`config.mk`:
```
export PLATFORM = sky130hd
export DESIGN_NAME = trpq_cell
export DESIGN_NICKNAME = d
export VERILOG_FILES = /design/src/trpq_pkg.sv /design/src/trpq_cell.sv
export SDC_FILE = /design/constraint.sdc
export NUM_CORES = 1
export LEC_CHECK = 0
export ABC_AREA = 1
export BUFFER_PORTS_ARGS = -buffer_cell sky130_fd_sc_hd__buf_2
export CAP_MARGIN = 20
export CORE_MARGIN = 2
export CORE_UTILIZATION = 45
export DETAILED_ROUTE_END_ITERATION = 10
export GPL_ROUTABILITY_DRIVEN = 1
export GPL_TIMING_DRIVEN = 0
export PLACE_DENSITY_LB_ADDON = 0.05
export SYNTH_ARGS = -nofsm -noshare
export SYNTH_HDL_FRONTEND = slang
export SYNTH_SLANG_ARGS = --single-unit
```
`constraint.sdc`:
```
create_clock -name clk -period 3.4 [get_ports clk]
set_input_delay 0.68 -clock clk [delete_from_list [all_inputs] [get_ports clk]]
set_output_delay 0.68 -clock clk [all_outputs]
set_load 0.01 [all_outputs]
```
`src/trpq_pkg.sv`:
```
`timescale 1ns / 1ps
`default_nettype none

package trpq_pkg;

  localparam int DEF_MAX_ENTRIES = 64;
  localparam int TIME_W          = 32;
  localparam int COUNT_OUT_W     = 7;

  typedef enum logic [1:0] {
    MODE_INSERT = 2'd0,
    MODE_TICK   = 2'd1,
    MODE_TAKE   = 2'd2,
    MODE_FIND   = 2'd3
  } mode_t;

  typedef enum logic [1:0] {
    ST_IDLE,
    ST_SCAN,
    ST_EXEC
  } state_t;

  typedef struct packed {
    logic [15:0]       id;
    logic [7:0]        prio;
    logic [TIME_W-1:0] arrival;
  } entry_t;

  typedef struct packed {
    mode_t             mode;
    logic [15:0]       train_id;
    logic [7:0]        priority_req;
    logic [TIME_W-1:0] arr_time;
  } req_t;

  typedef struct packed {
    logic                   found;
    logic [15:0]            out_id;
    logic [7:0]             out_priority;
    logic [TIME_W-1:0]      out_arrival;
    logic                   queue_empty;
    logic [COUNT_OUT_W-1:0] pending_count;
    logic                   overflow;
  } rsp_t;

  // broadcast to every cell of the pending chain
  typedef struct packed {
    logic ins;  // open a gap at the sort position and drop the new entry in
    logic pop;  // shift the whole chain one place towards the head
  } cell_ctrl_t;

endpackage

`default_nettype wire

```
`src/trpq_cell.sv`:
```
`timescale 1ns / 1ps
`default_nettype none

module trpq_cell (
  input  wire logic                   clk,
  input  wire logic                   rst,
  input  wire trpq_pkg::cell_ctrl_t   ctrl,
  input  wire trpq_pkg::entry_t       new_entry,
  input  wire trpq_pkg::entry_t       prev_entry,
  input  wire logic                   prev_valid,
  input  wire logic                   prev_before,
  input  wire trpq_pkg::entry_t       next_entry,
  input  wire logic                   next_valid,
  output trpq_pkg::entry_t            entry,
  output logic                        valid,
  output logic                        ahead
);
  import trpq_pkg::*;

  // held entry stays ahead of the new one (older wins full ties)
  always_comb begin
    if (entry.arrival != new_entry.arrival) begin
      ahead = valid && (entry.arrival < new_entry.arrival);
    end else begin
      ahead = valid && (entry.prio >= new_entry.prio);
    end
  end

  always_ff @(posedge clk) begin
    if (rst) begin
      valid <= 1'b0;
    end else if (ctrl.pop) begin
      valid <= next_valid;
    end else if (ctrl.ins && !ahead) begin
      valid <= prev_before ? 1'b1 : prev_valid;
    end
  end

  always_ff @(posedge clk) begin
    if (ctrl.pop) begin
      entry <= next_entry;
    end else if (ctrl.ins && !ahead) begin
      entry <= prev_before ? new_entry : prev_entry;
    end
  end

endmodule

`default_nettype wire

```
==> results.json <==
{
  "drtIter0Drc": 125,
  "tightest_slew_ns": 0.666,
  "ys_ff_latch": 57,
  "numPortBuffers": 232,
  "end_kind": "output port",
  "vdd_drop_max_mv": 0.204,
  "slew_violations": 0,
  "numClockSinks": 57,
  "start_util_pct": 46.0,
  "synth_top_family_by_area": "simple AND/OR/NAND/NOR gates",
  "mostFrequentLayoutCells": "buf_2, a21oi_1, nand2_1, nor2_1",
  "wl_mm": 11.9,
  "max_freq_mhz": 364,
  "reg2reg_slack_ns": 0.70,
  "clk_pin_slew_worst_paths_ns": 0.07,
  "yosys_warnings": 0,
  "antenna_left": 0,
  "drive_gt1_share_pct": 35.8,
  "crit_arrival_ns": 2.06,
  "syn-num-nets": 718,
  "core_area_sq_um": 8640,
  "period_share_pct": 80.7,
  "power_uw": 2150,
  "cts_setup_buffers": 0,
  "power_density_nw_per_um2": 392,
  "gr-total-overflow": 0,
  "status": "finished clean",
  "rsz0062_at_grt": "no",
  "wl_per_cell_um": 13.8,
  "slowest_delay_ns": 0.33,
  "fin_tns_setup_ns": 0,
  "synthTopCellsByArea": "edfxtp_1, a21oi_1, ha_1",
  "setup_viol": 0,
  "cts_root_buf": "clkbuf_8",
  "synthCells": 503,
  "hold_slack_ns": 0.585,
  "cts_made_buffers": 9,
  "critPathLaunchType": "primary input",
  "synthSimpleGateAreaFrac_pct": 19.0,
  "grt_max_degree": 34,
  "yosysUniqueCellTypes": 25,
  "synth.cell_area_sq_um": 3970,
  "hold_viol": 0,
  "whs_path_depth": 4,
  "cts_resized": 0,
  "r2r_cells": 12,
  "path_common_cell": "nand2_1",
  "n_antenna_cell": 0,
  "drt_pass1_iterations": 4,
  "h-tree-depth": 3,
  "max_cap_viol_count": 0,
  "synth_area_per_cell_sq_um": 7.89,
  "die_w_um": 97.9,
  "rows": 34,
  "routed_via_density": 4.91,
  "cts_tree": "built",
  "cp.required_ns": 2.72,
  "path_depth": 15,
  "path_max_fanout": 3,
  "yosysSeqAreaShare_pct": 42.9,
  "yosys.area.top_type": "edfxtp_1",
  "detailed_place_hpwl_mm": 9.22,
  "antenna_found_initial": 0,
  "leakage_uw": 0.00285,
  "chipHeight_um": 97.9,
  "num-fill-cells": 809,
  "synth-xor-area-share_pct": 0,
  "drc_errors": 0,
  "synthMuxAreaShare_pct": 0,
  "crit_path_cell_trace": "buf_2 > inv_1 > ha_1 > nand2_1 > nand2_1 > nand2_1 > nand2_1 > nand2_1 > nand3_1 > a21oi_1 > nand2_1 > nand2_1 > nand2_1 > inv_1 > buf_2",
  "grt_pass1_wl_mm": 19.7,
  "cts_hold_buf": 0,
  "slowest_stage": "ha_1",
  "gp_congestion": 0.838,
  "grtUsageTotal_pct": 25.4,
  "cts_buffer_depth": 2,
  "final_common_cell": "buf_2",
  "num_io_pins": 233,
  "clkLatencyLatePin_ns": 0.34,
  "path_delay_family": "simple AND/OR/NAND/NOR gates",
  "yosysTopAreaCellShare_pct": 42.4,
  "grt_pass1_vias": 4358,
  "fin_nets": 962,
  "dieArea_sq_um": 9590,
  "maxSlewHeadroom_pct": 55.4,
  "num_vias": 4224,
  "worstHoldPathType": "primary input to register",
  "fin_crit_ns": 2.74,
  "crit_type": "primary input to output port",
  "finClkSkew_ns": 0.0134,
  "area_growth_pct": 38.4,
  "cp_num_buf_inv": 4,
  "synthAdderAreaFrac_pct": 12.6,
  "synth_compound_area_share_pct": 17.4
}
==> metrics by stage <==
step / instances / worst slack, ns / cell area (sq um) / utilization [%]
after floorplan: 503 / 0.619 / 3970 / -
final: 860 / 0.656 / 5500 / 63.6
after CTS: 860 / 0.631 / 5500 / 63.6
after global routing: 860 / 0.491 / 5500 / 63.6
after global placement: 843 / -0.0105 / 5270 / 61.0
after detailed placement: 844 / 0.278 / 5290 / 61.2
==> logic make-up after synthesis <==
kind of cell	Yosys count
adders and majority gates	40
DFF	57
AOI/OAI and AO/OA	136
and+or+nand+nor	188
buffers and inverters	82
==> state kept, by name, indices dropped and copies added (netlist names) <==
signal / cells
entry: 56
valid: 1
==> power by group <==
group          leakage [uW]  internal [uW]  switching (uW)
logic               0.00218            243             310
registers          0.000568            863            32.9
clock network      0.000106            409             296
==> worst reg2reg max path: cells and delay by family (launching register included) <==
kind | cells | cell delay, ns
AOI/OAI and AO/OA | 1 | 0.06
and+or+nand+nor | 9 | 1.26
DFF | 1 | 0.41
adders and majority gates | 1 | 0.33
buffers and inverters | 1 | 0.30
==> per-layer routing <==
layer	vias to the layer above	track usage, %	part of all wire, %
met3	15	5.51	8.1
met2	173	46.4	51
met5	-	0	0
met4	0	7.05	1.4
met1	1870	30.0	39
li1	2166	-	-
==> cell usage after synthesis <==
cell / number
nand2_2: 6
clkinv_1: 1
nor2_4: 1
buf_6: 1
a21oi_2: 1
o22ai_1: 1
inv_2: 1
a21oi_1: 128
dfxtp_1: 1
buf_2: 5
a21o_1: 1
ha_1: 40
o21ai_0: 4
nor2_1: 67
o21a_1: 1
nor2_2: 5
clkbuf_1: 11
nand4_1: 1
inv_1: 56
nand3_1: 2
nand2_1: 104
edfxtp_1: 56
buf_1: 7
nand3_2: 1
nand3b_1: 1
==> area by class of cell <==
class / instances / area, sq um / area share, %
Buffer: 24 / 104 / 1.89
Sequential cell: 57 / 1700 / 31.0
Clock buffer: 10 / 128 / 2.32
Multi-Input combinational cell: 364 / 1950 / 35.4
Inverter: 58 / 218 / 3.96
Clock inverter: 6 / 82.6 / 1.50
Tap cell: 108 / 135 / 2.46
Timing Repair Buffer: 233 / 1180 / 21.5
==> path summary, 6_finish.rpt <==
check / startpoint / to
min reg2reg: valid / valid
max: new_entry[17] / ahead
max reg2reg: entry[23] / entry[0]
min: rst / valid
Note: power is estimated with default switching activity, not from simulation.
