<file path="config.mk">
export PLATFORM = sky130hd
export DESIGN_NAME = trpq_ram
export DESIGN_NICKNAME = d
export VERILOG_FILES = /design/src/trpq_ram.sv
export SDC_FILE = /design/constraint.sdc
export NUM_CORES = 1
export LEC_CHECK = 0
export BUFFER_PORTS_ARGS = -buffer_cell sky130_fd_sc_hd__buf_2
export CAP_MARGIN = 20
export CORE_MARGIN = 10
export CORE_UTILIZATION = 55
export CTS_BUF_LIST = sky130_fd_sc_hd__clkbuf_8 sky130_fd_sc_hd__clkbuf_16
export CTS_CLUSTER_SIZE = 16
export DETAILED_ROUTE_END_ITERATION = 8
export PLACE_DENSITY_LB_ADDON = 0.12
export REMOVE_ABC_BUFFERS = 1
export SLEW_MARGIN = 15
export SYNTH_ARGS = -nofsm -noshare
export SYNTH_HDL_FRONTEND = slang
export SYNTH_SLANG_ARGS = --single-unit
</file>
<file path="constraint.sdc">
create_clock -name clk -period 3.7 [get_ports clk]
set_input_delay 0.925 -clock clk [delete_from_list [all_inputs] [get_ports clk]]
set_output_delay 0.925 -clock clk [all_outputs]
set_load 0.05 [all_outputs]
</file>
<file path="src/trpq_ram.sv">
`timescale 1ns / 1ps
`default_nettype none

module trpq_ram #(
  parameter int WIDTH = 8,
  parameter int DEPTH = 16
) (
  input  wire logic                     clk,
  input  wire logic                     we,
  input  wire logic [$clog2(DEPTH)-1:0] waddr,
  input  wire logic [WIDTH-1:0]         wdata,
  input  wire logic [$clog2(DEPTH)-1:0] raddr,
  output logic      [WIDTH-1:0]         rdata
);

  logic [WIDTH-1:0] mem [DEPTH];

  always_ff @(posedge clk) begin
    if (we) begin
      mem[waddr] <= wdata;
    end
    rdata <= mem[raddr];
  end

endmodule

`default_nettype wire

</file>
==> results of run 1 <==
-- worst paths after layout --
path	start	endpoint	slack (ps)	cells past startpoint
setup / recovery	raddr[0]	rdata[2]	1510	5
hold / removal	mem[8][5]	rdata[5]	680	3
setup reg to reg	mem[2][2]	rdata[2]	2340	3
hold reg to reg	mem[8][5]	rdata[5]	680	3
-- logic make-up after synthesis --
| kind of cell | after synthesis | share of synthesized area |
|---|---|---|
| buf+inv | 10 | 0.0168 |
| flops | 136 | 0.778 |
| mux | 32 | 0.150 |
| simple gates | 35 | 0.0318 |
| compound gates | 16 | 0.0233 |
-- cell type report --
class	count	area, um2
timing repair buffer	33	198
sequential	136	4000
clock buffer	17	414
clock inverter	15	260
fill	618	3120
multi-input combinational	83	1060
tap	111	139
-- flip-flops by register name (all words and copies together) (netlist names) --
register  flops
mem         128
rdata         8
-- routing by layer --
| metal | share of wire | vias up | wire [um] | track usage |
|---|---|---|---|---|
| met4 | 0.0072 | 0 | 71 | 0.0544 |
| met5 | 0 | - | 0 | 0 |
| met2 | 0.49 | 45 | 4870 | 0.246 |
| li1 | - | 1066 | - | - |
| met1 | 0.47 | 1256 | 4600 | 0.203 |
| met3 | 0.034 | 7 | 335 | 0.0498 |
-- cells in the mapped netlist (all sizes together) --
cell type,instances,share of area
nand2b,2,0.0024
and2,1,0.0012
nor2b,1,0.0012
nand3,1,0.00097
nor3,4,0.0039
and2b,1,0.0015
a22oi,16,0.023
dfxtp,8,0.031
or3b,1,0.0017
buf,7,0.011
nand2,9,0.0066
nor2,13,0.0095
clkdlybuf4s25,3,0.0058
edfxtp,128,0.75
mux4,32,0.15
nand3b,2,0.0029
-- per-stage QoR --
| stage | hold slack [ps] | cell area [um2] | power [uW] |
|---|---|---|---|
| finish | 679 | 6070 | 3820 |
| global route | 714 | 6070 | 3940 |
| CTS | 686 | 6070 | 3850 |
| detailed placement | 672 | 5400 | 1960 |
| global placement | 653 | 5400 | 1950 |
| floorplan | 629 | 5060 | 1870 |
-- tightest hold or removal path, delay by kind of cell (launching register included) --
family / cells / cell delay [ps]
and+or+nand+nor: 1 / 50
DFF: 1 / 310
AOI/OAI and AO/OA: 1 / 80
muxes: 1 / 210
-- report_power, final --
part	switching (uW)	internal (uW)
clock	608	1290
combinational	124	65.0
sequential	10.0	1720
==> impl_metrics.env, run 1 <==
export IMPL_routed_via_density=6.01
export IMPL_boundaryPins=26
export IMPL_grt_pass1_vias=2514
export IMPL_vias=2374
export IMPL_worst_path_max_fanout=19
export IMPL_max_freq_ghz=0.457
export IMPL_antenna_found_initial=1
export IMPL_cp_required_ps=4080
export IMPL_cts_tree="done"
export IMPL_slowest_delay_ps=570
export IMPL_slew_headroom=0.395
export IMPL_track_usage=0.157
export IMPL_setup_viol=0
export IMPL_cts_resized=0
export IMPL_die_h_um=117
export IMPL_fin_cells=395
export IMPL_rsz0062_at_grt="no"
export IMPL_hold_path_class="flip-flop to flip-flop"
export IMPL_hold_viol=0
export IMPL_hpwl_mm=5.88
export IMPL_dieArea_um2=13600
export IMPL_syn_area_um2=5150
export IMPL_synth_area_per_cell_um2=22.5
export IMPL_leakage_uw=0.00207
export IMPL_numPlacedInstances=363
export IMPL_drt_iter0_markers=163
export IMPL_gp_congestion=0.745
export IMPL_critPathBufInv=2
export IMPL_layout_worst_path_cycle_share=0.592
export IMPL_final_common_cell="edfxtp_1"
export IMPL_critical_path_top_delay_family="buffers and inverters"
export IMPL_min_period_ps=2190
export IMPL_arrival_ps=2570
export IMPL_startpoint_type="input pin"
export IMPL_antenna_left=0
export IMPL_htreeDepth=4
export IMPL_drt_pre_antenna_iters=4
export IMPL_syn_inst=229
export IMPL_die_w_um=117
export IMPL_ys_seq_area_frac=0.778
export IMPL_grt_overflow=0
export IMPL_utilization=0.660
export IMPL_ys_ff_latch=136
export IMPL_worstMarginPinSlew_ps=904
export IMPL_cp_slowest_cell="mux4_1"
export IMPL_drc_errors=0
export IMPL_cts_made_buffers=17
export IMPL_finalNetCount=289
export IMPL_avgRoutedWirePerCell_um=25.0
export IMPL_fin_skew_ps=20.2
export IMPL_rows=35
export IMPL_ys_types=19
export IMPL_path_cells="buf_2 > buf_12 > mux4_1 > a22oi_1 > nand2_1"
export IMPL_status="finished clean"
export IMPL_dp_slack_ps=964
export IMPL_setup_ws_ps=1510
export IMPL_maxCapViolCount=0
export IMPL_power_density_nw_per_um2=629
export IMPL_initial_core_util=0.560
export IMPL_endpoint_kind="flip-flop"
export IMPL_fin_setup_tns_ps=0
export IMPL_clockRootBuffer="clkbuf_8"
export IMPL_cts_clk_slew_worst_paths_ps=60
export IMPL_grt_pass1_wl_mm=14.9
export IMPL_n_antenna_cell=0
export IMPL_synth_warnings=0
export IMPL_area_growth_pct=18.0
export IMPL_core_um2=9200
export IMPL_clkLatencyLatePin_ps=520
export IMPL_routed_wl_mm=9.87
export IMPL_post_cts_setup_buffers=0
export IMPL_clkSinkCount=136
export IMPL_cts_hold_buf=0
export IMPL_grt_start_max_net_pins=33
export IMPL_cts_buffer_depth=2
export IMPL_crit_type="input pin to flip-flop"
export IMPL_final_cell_mix="edfxtp_1, buf_2, mux4_2, a22oi_1, clkbuf_16"
export IMPL_drv_slew=0
export IMPL_vdd_drop_max_mv=0.330
export IMPL_layout_drive_gt1_share=0.285
export IMPL_portBuffers=25
(Power assumes the default switching activity.)
==> inputs of run 2 (changes only) <==
==> constraint.sdc (replaced) <==
create_clock -name clk -period 2.2 [get_ports clk]
set_input_delay 0.55 -clock clk [delete_from_list [all_inputs] [get_ports clk]]
set_output_delay 0.55 -clock clk [all_outputs]
set_load 0.05 [all_outputs]
==> run 2 against run 1 <==
Worst setup slack worse by 1000 ps. Flip-flop and latch count did not move. Count of clock-buffer cells in the layout stayed put. Die area did not move. Via count up 2.1%. Combinational power rose by 74%. Total power up 59%. Non-clock buffer count grew 13. Core utilization grew 0.57 points. Highest routed layer is now met5. First-iteration DRC count increased by 43%. Register-to-register slack worse by 1500 ps. Clock power increased by 49%.
==> impl_metrics.env, run 2 (synthesis results as in run 1) <==
export IMPL_status="finished clean"
export IMPL_htreeDepth=4
export IMPL_cts_hold_buf=0
export IMPL_drt_pre_antenna_iters=4
export IMPL_holdCritStartpoint="wdata[3]"
export IMPL_timing_rr_end="rdata[2]"
export IMPL_rr_worst_depth=3
export IMPL_layout_drive_gt1_share=0.310
export IMPL_vias=2423
export IMPL_hold_path_class="input pin to flip-flop"
export IMPL_initial_core_util=0.560
export IMPL_critical_path_top_delay_family="flip-flops"
export IMPL_boundaryPins=26
export IMPL_setup_viol=0
export IMPL_slew_headroom=0.741
export IMPL_worst_path_max_fanout=1
export IMPL_routed_wl_mm=9.60
export IMPL_grt_overflow=0
export IMPL_power_density_nw_per_um2=991
export IMPL_final_common_cell="edfxtp_1"
export IMPL_crit_type="flip-flop to output port"
export IMPL_r2r_start="mem[9][2]"
export IMPL_die_w_um=117
export IMPL_endpoint_kind="output port"
export IMPL_max_freq_ghz=0.579
export IMPL_clkLatencyLatePin_ps=500
export IMPL_fillers=605
export IMPL_cts_made_buffers=17
export IMPL_largest_register="mem"
export IMPL_avgRoutedWirePerCell_um=23.5
export IMPL_grt_pass1_wl_mm=14.7
export IMPL_drc_errors=0
export IMPL_stdcell_area_um2=6120
export IMPL_rows=35
export IMPL_critPathBufInv=1
export IMPL_vdd_drop_max_mv=0.488
export IMPL_clockRootBuffer="clkbuf_8"
export IMPL_fin_skew_ps=7.22
export IMPL_numPlacedInstances=376
export IMPL_antenna_left=0
export IMPL_rsz0062_at_grt="no"
export IMPL_finalNetCount=302
export IMPL_cts_resized=0
export IMPL_leakage_uw=0.00212
export IMPL_drv_slew=0
export IMPL_routed_via_density=5.92
export IMPL_hold_end="mem[7][3]"
export IMPL_rrSetupSlack_ps=840
export IMPL_grt_start_max_net_pins=33
export IMPL_cp_required_ps=1650
export IMPL_slowest_delay_ps=380
export IMPL_dpl_instance_area_um2=5520
export IMPL_antenna_found_initial=2
export IMPL_cts_buffer_depth=2
export IMPL_core_um2=9200
export IMPL_drt_iter0_markers=233
export IMPL_maxCapViolCount=0
export IMPL_arrival_ps=1180
export IMPL_area_growth_pct=19.0
export IMPL_worstMarginPinSlew_ps=388
export IMPL_layout_worst_path_cycle_share=0.785
export IMPL_post_cts_setup_buffers=0
export IMPL_clkSinkCount=136
export IMPL_startpoint_type="flip-flop"
export IMPL_gp_congestion=0.738
export IMPL_min_period_ps=1730
export IMPL_portBuffers=25
export IMPL_cts_tree="done"
export IMPL_hold_viol=0
export IMPL_die_h_um=117
export IMPL_track_usage=0.153
export IMPL_fin_setup_tns_ps=0
export IMPL_largest_reg_flops=128
export IMPL_hpwl_mm=6.10
export IMPL_grt_pass1_vias=2539
export IMPL_path_cells="buf_2"
export IMPL_final_cell_mix="edfxtp_1, buf_2, mux4_2, buf_4"
export IMPL_dieArea_um2=13600
export IMPL_cp_slowest_cell="dfxtp_1"
export IMPL_whs_path_depth=1
export IMPL_cts_clk_slew_worst_paths_ps=60
export IMPL_fin_cells=409
export IMPL_largestRegisters="mem x128, rdata x8"
run 2: cell count changes in the layout (fill, tap and decap cells not counted), moves of 2 or more:
cell / previous run / this run
buf_12: 1 / 3
buf_4: 7 / 18
bufinv_16: 7 / 4
clkinvlp_4: 1 / 3
inv_1: 2 / 4
run 2: area by class of cell:
cell class                      instances  area, um2  area share
Clock buffer                           17        414      0.0676
Antenna cell                            1       2.50    0.000409
Multi-Input combinational cell         83       1060       0.173
Timing Repair Buffer                   46        320      0.0523
Tap cell                              111        139      0.0227
Clock inverter                         15        188      0.0306
Sequential cell                       136       4000       0.654
run 2: worst max path at each step:
stage / cells after the start / end / slack [ps] / startpoint
after floorplan: 2 / mem[0][0] / 160 / waddr[2]
after global placement: 6 / rdata[0] / 200 / raddr[0]
after detailed placement: 6 / rdata[5] / 180 / raddr[0]
after CTS: 1 / rdata[0] / 450 / rdata[0]
after global routing: 1 / rdata[0] / 440 / rdata[0]
final: 1 / rdata[0] / 470 / rdata[0]
run 2: layer usage:
layer / share of wire / track usage / up-vias
met1: 0.44 / 0.198 / 1252
met3: 0.062 / 0.0437 / 10
met2: 0.49 / 0.239 / 74
li1: - / - / 1085
met5: 0.0014 / 0 / -
met4: 0.0080 / 0.0618 / 2
run 2: metrics by stage:
step / utilization / total power (uW) / hold WS [ps] / setup slack [ps]
finish: 0.666 / 6070 / 424 / 473
global route: 0.666 / 6260 / 423 / 440
CTS: 0.666 / 6120 / 407 / 452
detailed placement: 0.600 / 3300 / 660 / 178
global placement: 0.600 / 3300 / 660 / 205
floorplan: - / 3140 / 629 / 157
run 2: worst register-to-register path: cells and delay by family, from the launching register on:
kind,cells,cell delay (ps)
AO/OA/AOI/OAI,1,300
flip-flops,1,350
multiplexers,1,500
AND/OR/NAND/NOR,1,90
run 2: power breakdown:
group          leakage [uW]  internal (uW)  switching (uW)
sequential          0.00122           2900            18.1
combinational      0.000595            122             207
clock              0.000297           1820            1000
total               0.00212           4840            1230
==> inputs of run 3 (changes only) <==
--- a/config.mk
+++ b/config.mk
@@ -8,7 +8,7 @@
 export BUFFER_PORTS_ARGS = -buffer_cell sky130_fd_sc_hd__buf_2
 export CAP_MARGIN = 20
 export CORE_MARGIN = 10
-export CORE_UTILIZATION = 55
+export CORE_UTILIZATION = 54
 export CTS_BUF_LIST = sky130_fd_sc_hd__clkbuf_8 sky130_fd_sc_hd__clkbuf_16
 export CTS_CLUSTER_SIZE = 16
 export DETAILED_ROUTE_END_ITERATION = 8
==> constraint.sdc (replaced) <==
create_clock -name clk -period 1.4 [get_ports clk]
set_input_delay 0.35 -clock clk [delete_from_list [all_inputs] [get_ports clk]]
set_output_delay 0.35 -clock clk [all_outputs]
set_load 0.05 [all_outputs]
==> run 3 against run 2 <==
Register-to-register slack lost 760 ps. Cell count grew 5.6%. Core utilization is 1.4 points higher. Final area is 2.5% higher. Critical path depth did not move. First-iteration DRC count is 15% lower. Flip-flop and latch count is the same. Sequential share of layout area fell by 1.5 points. Total power is 60% higher. Wire length grew 2.0%. Largest cell class unchanged.
==> impl_metrics.env, run 3 (synthesis results as in run 1) <==
export IMPL_cts_hold_buf=0
export IMPL_vdd_drop_max_mv=0.821
export IMPL_antenna_left=0
export IMPL_layout_drive_gt1_share=0.363
export IMPL_avgRoutedWirePerCell_um=22.7
export IMPL_cp_required_ps=1050
export IMPL_largestRegisters="mem x128, rdata x8"
export IMPL_fin_setup_tns_ps=0
export IMPL_critical_path_top_delay_family="flip-flops"
export IMPL_finalNetCount=308
export IMPL_worst_path_max_fanout=1
export IMPL_n_antenna_cell=0
export IMPL_largest_register="mem"
export IMPL_gp_congestion=0.721
export IMPL_drc_errors=0
export IMPL_antenna_found_initial=0
export IMPL_clockRootBuffer="clkbuf_8"
export IMPL_htreeDepth=4
export IMPL_cts_made_buffers=17
export IMPL_maxCapViolCount=0
export IMPL_hpwl_mm=6.31
export IMPL_routed_wl_mm=9.79
export IMPL_regArea_um2=4010
export IMPL_fillers=595
export IMPL_critPathBufInv=1
export IMPL_die_w_um=118
export IMPL_initial_core_util=0.557
export IMPL_hold_path_class="input pin to flip-flop"
export IMPL_largest_reg_flops=128
export IMPL_startpoint_type="flip-flop"
export IMPL_grt_start_max_net_pins=19
export IMPL_min_period_ps=1370
export IMPL_drv_slew=0
export IMPL_fin_total_pwr_uw=9700
export IMPL_clkLatencyLatePin_ps=500
export IMPL_arrival_ps=1020
export IMPL_stdcell_area_um2=6280
export IMPL_p_switching_uw=2010
export IMPL_utilization=0.680
export IMPL_fin_skew_ps=6.70
export IMPL_endpoint_kind="output port"
export IMPL_cts_tree="done"
export IMPL_cts_buffer_depth=2
export IMPL_dpl_instance_area_um2=5600
export IMPL_p_seq_frac=0.473
export IMPL_status="finished clean"
export IMPL_grt_overflow=0
export IMPL_dieArea_um2=13800
export IMPL_power_density_nw_per_um2=1540
export IMPL_path_cells="buf_8"
export IMPL_worstMarginPinSlew_ps=799
export IMPL_grt_pass1_wl_mm=15.3
export IMPL_max_freq_ghz=0.731
export IMPL_track_usage=0.149
export IMPL_numPlacedInstances=400
export IMPL_rows=35
export IMPL_slowest_delay_ps=360
export IMPL_core_um2=9240
export IMPL_final_common_cell="edfxtp_1"
export IMPL_fin_cells=432
export IMPL_cp_slowest_cell="dfxtp_2"
export IMPL_multi_input_area_um2=1070
export IMPL_area_growth_pct=22.0
export IMPL_layout_worst_path_cycle_share=0.978
export IMPL_cts_clk_slew_worst_paths_ps=60
export IMPL_boundaryPins=26
export IMPL_slew_headroom=0.466
export IMPL_combPwrFrac=0.059
export IMPL_drt_iter0_markers=199
export IMPL_crit_type="flip-flop to output port"
export IMPL_vias=2453
export IMPL_final_cell_mix="edfxtp_1, buf_4, mux4_2, buf_2, clkbuf_16"
export IMPL_clkSinkCount=136
export IMPL_drt_pre_antenna_iters=5
export IMPL_portBuffers=25
export IMPL_grt_pass1_vias=2582
export IMPL_cellInternalPower_uw=7690
export IMPL_rsz0062_at_grt="yes"
export IMPL_hold_viol=0
export IMPL_die_h_um=118
export IMPL_routed_via_density=5.68
export IMPL_setup_viol=0
export IMPL_switching_share=0.207
export IMPL_leakage_uw=0.00215
export IMPL_p_clk_frac=0.468
-- run 3: metal layers --
metal | GRT usage | wire length [um] | up-vias
met3 | 0.0432 | 599 | 9
met1 | 0.201 | 4360 | 1263
met4 | 0.0603 | 130 | 0
li1 | - | - | 1094
met5 | 0 | 0 | -
met2 | 0.221 | 4700 | 87
-- run 3: worst paths after layout --
check	from	to	slack [ps]	depth (start not counted)
worst max-delay path	rdata[3]	rdata[3]	30	1
worst min-delay path	wdata[6]	mem[7][6]	220	1
worst max register to register	mem[1][0]	rdata[0]	80	3
worst min register to register	mem[15][3]	rdata[3]	680	3
-- run 3: area by class of cell --
class	count	area share
clock buffer	17	0.0659
timing repair buffer	52	0.0681
multi-input combinational	83	0.170
clock inverter	15	0.0315
tap	129	0.0257
sequential	136	0.639
-- run 3: what timing repair did --
action,in CTS,in global routing
endpoints found under the hold margin,0,0
endpoints found under the setup margin,9,7
resized for setup,18,7
buffers inserted,0,0
pin swaps,0,1
-- run 3: power groups by stage --
stage | clock (uW) | combinational, uW | sequential [uW]
floorplan | 0 | 182 | 4750
global placement | 0 | 536 | 4660
detailed placement | 0 | 540 | 4670
CTS | 4600 | 570 | 4590
global route | 4800 | 614 | 4600
finish | 4540 | 571 | 4590
-- run 3: metrics by stage --
| step | setup WS (ps) | hold WS (ps) |
|---|---|---|
| 6_report | 31.3 | 223 |
| 3_5_place_dp | -466 | 662 |
| 4_1_cts | 1.49 | 213 |
| 5_1_grt | -4.54 | 207 |
| 2_1_floorplan | -443 | 449 |
| 3_3_place_gp | -400 | 662 |
